==> config.mk <==
export PLATFORM = sky130hd
export DESIGN_NAME = color_saturation_boost_rgb565
export DESIGN_NICKNAME = d
export VERILOG_FILES = /design/src/rtl/core/csb_pkg.sv /design/src/rtl/core/color_saturation_boost_rgb565.sv
export SDC_FILE = /design/constraint.sdc
export NUM_CORES = 2
export LEC_CHECK = 0
export BUFFER_PORTS_ARGS = -buffer_cell sky130_fd_sc_hd__buf_2
export CAP_MARGIN = 20
export CORE_UTILIZATION = 25
export DETAILED_ROUTE_END_ITERATION = 10
export GPL_TIMING_DRIVEN = 1
export PLACE_DENSITY = 0.41
export SYNTH_ARGS = -nofsm -noshare
export SYNTH_HDL_FRONTEND = slang
export SYNTH_MEMORY_MAX_BITS = 65536
export SYNTH_SLANG_ARGS = --single-unit
==> constraint.sdc <==
create_clock -name i_clk -period 6.4 [get_ports i_clk]
set_input_delay 0.32 -clock i_clk [delete_from_list [all_inputs] [get_ports i_clk]]
set_output_delay 0.32 -clock i_clk [all_outputs]
set_load 0.01 [all_outputs]
==> src/rtl/core/csb_pkg.sv <==
package csb_pkg;

    localparam int RGB_W  = 24;
    localparam int PIX_W  = 16;
    localparam int CH_W   = 8;
    localparam int N_CH   = 3;
    localparam int D10_W  = 12;
    localparam int PROD_W = 16;
    localparam int NUM_W  = 21;
    localparam int DEN_W  = 13;

    // saturation blend: (7*c*d + 13*(c-mn)*mx) / (20*d)
    localparam int SAT_KC  = 7;
    localparam int SAT_KS  = 13;
    localparam int SAT_DEN = 20;
    localparam int GREY_K  = 10;

    // brightness lift window and target
    localparam int BRI_LO  = 32;
    localparam int BRI_HI  = 220;
    localparam int BRI_TGT = 220;

    // divider: quotient bits resolved per stage
    localparam int QBITS   = 2;
    localparam int DIV_STG = CH_W / QBITS;

    // pipeline register indexes
    localparam int ST_IN    = 0;
    localparam int ST_MAX   = 1;
    localparam int ST_DIFF  = 2;
    localparam int ST_MUL   = 3;
    localparam int ST_NUM   = 4;
    localparam int ST_SDIV0 = 5;
    localparam int ST_SEL   = ST_SDIV0 + DIV_STG;
    localparam int ST_BDIV0 = ST_SEL + 1;
    localparam int ST_OUT   = ST_BDIV0 + DIV_STG;
    localparam int N_STG    = ST_OUT + 1;

    typedef struct packed {
        logic                               pres;
        logic [N_CH-1:0][CH_W-1:0]          ch;
        logic [N_CH-1:0][CH_W-1:0]          cs;
        logic [CH_W-1:0]                    mx;
        logic [CH_W-1:0]                    mn;
        logic [CH_W-1:0]                    d;
        logic                               sat_en;
        logic                               bri_en;
        logic [N_CH-1:0][PROD_W-1:0]        p1;
        logic [N_CH-1:0][PROD_W-1:0]        p2;
        logic [N_CH-1:0][NUM_W-1:0]         rem;
        logic [DEN_W-1:0]                   den;
        logic [N_CH-1:0][CH_W-1:0]          q;
        logic [PIX_W-1:0]                   pix;
    } t_stage;

endpackage

==> src/rtl/core/color_saturation_boost_rgb565.sv <==
// Request path: IN, MAX, DIFF, MUL, NUM, SDIV, SEL, BDIV, OUT stage registers.
// Throughput without stalls: one request per cycle; each of 15 stages holds one item.
// Two restoring dividers (saturation, brightness) resolve 2 quotient bits per stage.
// Backpressure: each stage moves when it is empty or its successor moves.
// Reset: synchronous, active low; clears the stage valid bits only.
module color_saturation_boost_rgb565 (
    input  logic                      i_clk,
    input  logic                      i_rst_n,
    input  logic                      i_s_axis_tvalid,
    output logic                      o_s_axis_tready,
    input  logic [csb_pkg::RGB_W-1:0] i_s_axis_tdata,  // [23:0] color_rgb
    input  logic                      i_s_axis_tuser,  // [0] color_present
    output logic                      o_m_axis_tvalid,
    input  logic                      i_m_axis_tready,
    output logic [csb_pkg::PIX_W-1:0] o_m_axis_tdata   // [15:0] pixel_565
);

    csb_pkg::t_stage                  r_st [csb_pkg::N_STG];
    csb_pkg::t_stage                  n_st [csb_pkg::N_STG];
    logic [csb_pkg::N_STG-1:0]        r_vld;
    logic [csb_pkg::N_STG:0]          en;

    function automatic csb_pkg::t_stage div_step(csb_pkg::t_stage s, int j);
        csb_pkg::t_stage                o;
        int                             pos;
        logic [csb_pkg::NUM_W-1:0]      dsh;
        o = s;
        for (int i = 0; i < csb_pkg::N_CH; i++) begin
            for (int t = 0; t < csb_pkg::QBITS; t++) begin
                pos = csb_pkg::CH_W - 1 - csb_pkg::QBITS * j - t;
                dsh = csb_pkg::NUM_W'(s.den) << pos;
                if (o.rem[i] >= dsh) begin
                    o.rem[i] = o.rem[i] - dsh;
                    o.q[i]   = o.q[i] | (csb_pkg::CH_W'(1) << pos);
                end
            end
        end
        return o;
    endfunction

    // stage enables, from the output back to the input
    always_comb begin
        en[csb_pkg::N_STG] = i_m_axis_tready;
        for (int k = csb_pkg::N_STG - 1; k >= 0; k--) begin
            en[k] = !r_vld[k] || en[k+1];
        end
    end

    always_comb begin
        csb_pkg::t_stage c;

        // capture
        c      = '0;
        c.pres = i_s_axis_tuser;
        c.ch   = i_s_axis_tdata;
        n_st[csb_pkg::ST_IN] = c;

        // largest / smallest channel
        c    = r_st[csb_pkg::ST_IN];
        c.mx = c.ch[0];
        c.mn = c.ch[0];
        for (int i = 1; i < csb_pkg::N_CH; i++) begin
            if (c.ch[i] > c.mx) c.mx = c.ch[i];
            if (c.ch[i] < c.mn) c.mn = c.ch[i];
        end
        n_st[csb_pkg::ST_MAX] = c;

        // d > floor(mx/10) is the same as 10*d > mx for integers
        c        = r_st[csb_pkg::ST_MAX];
        c.d      = c.mx - c.mn;
        c.sat_en = (csb_pkg::D10_W'(c.d) * csb_pkg::D10_W'(csb_pkg::GREY_K))
                   > csb_pkg::D10_W'(c.mx);
        c.bri_en = (c.mx >= csb_pkg::CH_W'(csb_pkg::BRI_LO))
                   && (c.mx < csb_pkg::CH_W'(csb_pkg::BRI_HI));
        n_st[csb_pkg::ST_DIFF] = c;

        c = r_st[csb_pkg::ST_DIFF];
        for (int i = 0; i < csb_pkg::N_CH; i++) begin
            c.p1[i] = csb_pkg::PROD_W'(c.ch[i]) * csb_pkg::PROD_W'(c.d);
            c.p2[i] = csb_pkg::PROD_W'(c.ch[i] - c.mn) * csb_pkg::PROD_W'(c.mx);
        end
        n_st[csb_pkg::ST_MUL] = c;

        c = r_st[csb_pkg::ST_MUL];
        for (int i = 0; i < csb_pkg::N_CH; i++) begin
            c.rem[i] = csb_pkg::NUM_W'(c.p1[i]) * csb_pkg::NUM_W'(csb_pkg::SAT_KC)
                     + csb_pkg::NUM_W'(c.p2[i]) * csb_pkg::NUM_W'(csb_pkg::SAT_KS);
        end
        c.den = csb_pkg::DEN_W'(c.d) * csb_pkg::DEN_W'(csb_pkg::SAT_DEN);
        c.q   = '0;
        n_st[csb_pkg::ST_NUM] = c;

        for (int j = 0; j < csb_pkg::DIV_STG; j++) begin
            n_st[csb_pkg::ST_SDIV0 + j] = div_step(r_st[csb_pkg::ST_SDIV0 + j - 1], j);
        end

        // pick boosted or raw channel, set up c*220/mx
        c = r_st[csb_pkg::ST_SEL - 1];
        for (int i = 0; i < csb_pkg::N_CH; i++) begin
            c.cs[i]  = c.sat_en ? c.q[i] : c.ch[i];
            c.rem[i] = csb_pkg::NUM_W'(c.cs[i]) * csb_pkg::NUM_W'(csb_pkg::BRI_TGT);
        end
        c.den = csb_pkg::DEN_W'(c.mx);
        c.q   = '0;
        n_st[csb_pkg::ST_SEL] = c;

        for (int j = 0; j < csb_pkg::DIV_STG; j++) begin
            n_st[csb_pkg::ST_BDIV0 + j] = div_step(r_st[csb_pkg::ST_BDIV0 + j - 1], j);
        end

        // pack 5-6-5
        c = r_st[csb_pkg::ST_OUT - 1];
        for (int i = 0; i < csb_pkg::N_CH; i++) begin
            if (c.bri_en) c.cs[i] = c.q[i];
        end
        c.pix = c.pres ? {c.cs[2][7:3], c.cs[1][7:2], c.cs[0][7:3]} : '0;
        n_st[csb_pkg::ST_OUT] = c;
    end

    always_ff @(posedge i_clk) begin
        if (!i_rst_n) begin
            r_vld <= '0;
        end else begin
            if (en[0]) begin
                r_vld[0] <= i_s_axis_tvalid;
            end
            for (int k = 1; k < csb_pkg::N_STG; k++) begin
                if (en[k]) begin
                    r_vld[k] <= r_vld[k-1];
                end
            end
        end
    end

    always_ff @(posedge i_clk) begin
        for (int k = 0; k < csb_pkg::N_STG; k++) begin
            if (en[k]) begin
                r_st[k] <= n_st[k];
            end
        end
    end

    assign o_s_axis_tready = en[0];
    assign o_m_axis_tvalid = r_vld[csb_pkg::N_STG-1];
    assign o_m_axis_tdata  = r_st[csb_pkg::ST_OUT].pix;

endmodule

==> qor.txt <==
Fmax: 163.5 MHz
Worst EP required: 6.88 ns
Global placer's final weighted congestion: 0.8393
Synth Flop Type: edfxtp_1
Met3 usage: 1.418%
Routed vias/inst: 4.433
Layout cell share with drive strength beyond 1: 8.488%
Worst Path Max Fanout: 3
Die Y: 584.5 um
Final setup viols: 0
Post-synth top area cell: edfxtp_1
Post-Synthesis Cells: 7649
Yosys warns: 0
Skew final: 0.08997 ns
Initial antenna violation count: 13
Sequential fraction of the synthesis area: 40.10%
Unique masters post-synth: 95
Slowest cell delay on critical path: 0.61 ns
Final hold viol count: 0
Crit Path Class: flop to flop
GRT met2 Usage: 22.17%
Post-Route WL: 221700 um
Post-Synth Simple-Gate Area: 11.22%
Post-synth EDFFs: 1123
Setup TNS: 0 ns
Arr. time, crit path: 6.60 ns
Synth area leaders: edfxtp_1 40%, ha_1 13%, fa_1 13%
Clock root cell: clkbuf_16
Routed WL per cell: 17.61 um
Crit start category: flop
Slew Viols, Final: 0
IO Pins: 47
Core area: 337100 sq um
Post-DP HPWL: 175700 um
Avg Inst Size Synth: 11.09 sq um
Post-route core utilization: 28.81%
# port buffers: 46
CTS tree: yes
Die width: 584.5 um
Gr busiest metal: met2
TritonCTS Buffers: 149
Syn_nets: 9115
Total GRT Usage: 12.87%
CP endpoint kind: flop
Max cap viols: 0
Std-Cell Rows: 213
Global-route wire length before repair: 341600 um
DR DRC count: 0
# H-tree levels: 4
Async SR Flop Fraction: 0%
Synth Cell Area: 84840 sq um
Final nets: 9434
Worst Max-Slew Pin Slew: 1.045 ns
Die ar.: 341700 sq um
Clk sinks: 1138
Mux cell area share after synthesis: 2.767%
DR vias: 55810
Register bit total from synthesis: 1138
Layout area overhead: 14.50%
Clock-pin slew of the registers on the worst-case setup and hold paths: 0.06 ns
Drt pass-1 iters: 6
Synth Area in Compound Gates: 10.03%
Rel. slew slack: 29.86%
Worst min path class: input pin to flop
Vias in the first global route: 57650
Synth Area in XOR/XNOR: 4.677%
Largest net degree at the start of global routing: 122
Gr ovfl total: 0
Slowest CP cell: fa_2
Tcrit/Tclk final: 95.59%
Synth Area in Adders: 25.91%
Hold_ws: 0.2260 ns
First-iteration detailed-routing DRC count: 2684
Area fraction of the dominant cell type after synthesis: 39.75%
GR Util met1: 17.13%
Max Buffers Root-to-Sink: 4
Largest family of logic cells by synthesized area: adder cells
Antenna viol nets, final: 0
Run status: complete, no violations
Clock Latency Late Sink: 0.84 ns
Initial core utilization: 25.17%
Crit path time final: 6.117 ns
[sequential cells by signal, summed over array words and instances (netlist names)]
register	flops
r_st	1123
r_vld	15
[worst max-delay path: cells and delay by family, from the launching register on]
kind / cells / cell delay (ns)
xor gates and xnor gates: 1 / 0.13
buffers and inverters: 6 / 0.63
adders and majority gates: 7 / 2.78
DFF: 1 / 0.39
AOI/OAI and AO/OA: 7 / 1.26
and+or+nand+nor: 5 / 0.60
[area by class of cell]
| cell class | count | area (sq um) |
|---|---|---|
| Antenna cell | 4 | 10.01 |
| Clock buffer | 174 | 3908 |
| Multi-Input combinational cell | 5337 | 46560 |
| Inverter | 1043 | 3928 |
| Timing Repair Buffer | 299 | 2283 |
| Clock inverter | 79 | 780.7 |
| Sequential cell | 1138 | 34020 |
| Tap cell | 4515 | 5649 |
| Fill cell | 34670 | 240000 |
[layout by cell type, fill, tap and decap left out, types with 153 or more instances in the layout]
cell       instances
nor2_1           403
xnor2_1          315
clkbuf_16        153
o21ai_0          324
and2_1           204
edfxtp_1        1123
buf_4            216
nand2_1          475
a21oi_1          380
inv_1           1033
fa_1             529
nor2b_1          168
ha_1             902
[synth_stat cells, types with 53 or more instances]
library cell,count
edfxtp_1,1123
inv_1,1041
ha_1,905
fa_1,532
nand2_1,480
nor2_1,406
a21oi_1,387
o21ai_0,339
xnor2_1,320
and2_1,204
nor2b_1,169
a21o_1,134
xor2_1,133
mux2_2,117
nor3_1,116
nand2b_1,109
o21a_1,101
mux2i_1,100
clkbuf_1,96
nand3_1,92
nand4_1,69
nor4_1,56
o21bai_1,53
[stage by stage]
stage / instance area [sq um] / instances / worst slack [ns]
after global placement: 91840 / 12290 / -0.04923
after CTS: 96850 / 12570 / 0.008046
after global routing: 97130 / 12590 / -0.005689
final: 97140 / 12590 / 0.2825
after floorplan: 84840 / 7649 / 0.3972
after detailed placement: 91840 / 12290 / -0.05085
[logic make-up after synthesis]
family / Yosys count
buf+inv: 1174
mux: 219
compound gates: 1344
fa+ha+maj: 1438
xor+xnor: 453
flops: 1138
simple gates: 1883
[per-layer routing]
metal,wire length (um),up-vias
met5,0,-
met4,5282,0
met3,6386,256
met2,106800,733
met1,103200,27400
li1,-,27420
[final timing paths]
check | to | slack (ns) | cells past startpoint | from
hold / removal | r_st[0][276] | 0.23 | 2 | i_s_axis_tdata[14]
setup reg to reg | r_st[0][1008] | 0.28 | 26 | r_st[0][844]
hold reg to reg | r_st[0][1421] | 0.34 | 0 | r_st[0][1134]
setup / recovery | r_st[0][1008] | 0.28 | 26 | r_st[0][844]
[timing repair]
action                     in CTS  in global routing
resized for setup               4                 55
setup endpoints to repair       4                 46
pin swaps                       0                 25
hold endpoints to repair       40                  0
hold buffers                   30                  0
buffers inserted                0                 16
Power is not shown: default switching activity piles up to over one toggle a cycle in this logic, so the estimate is an artifact.
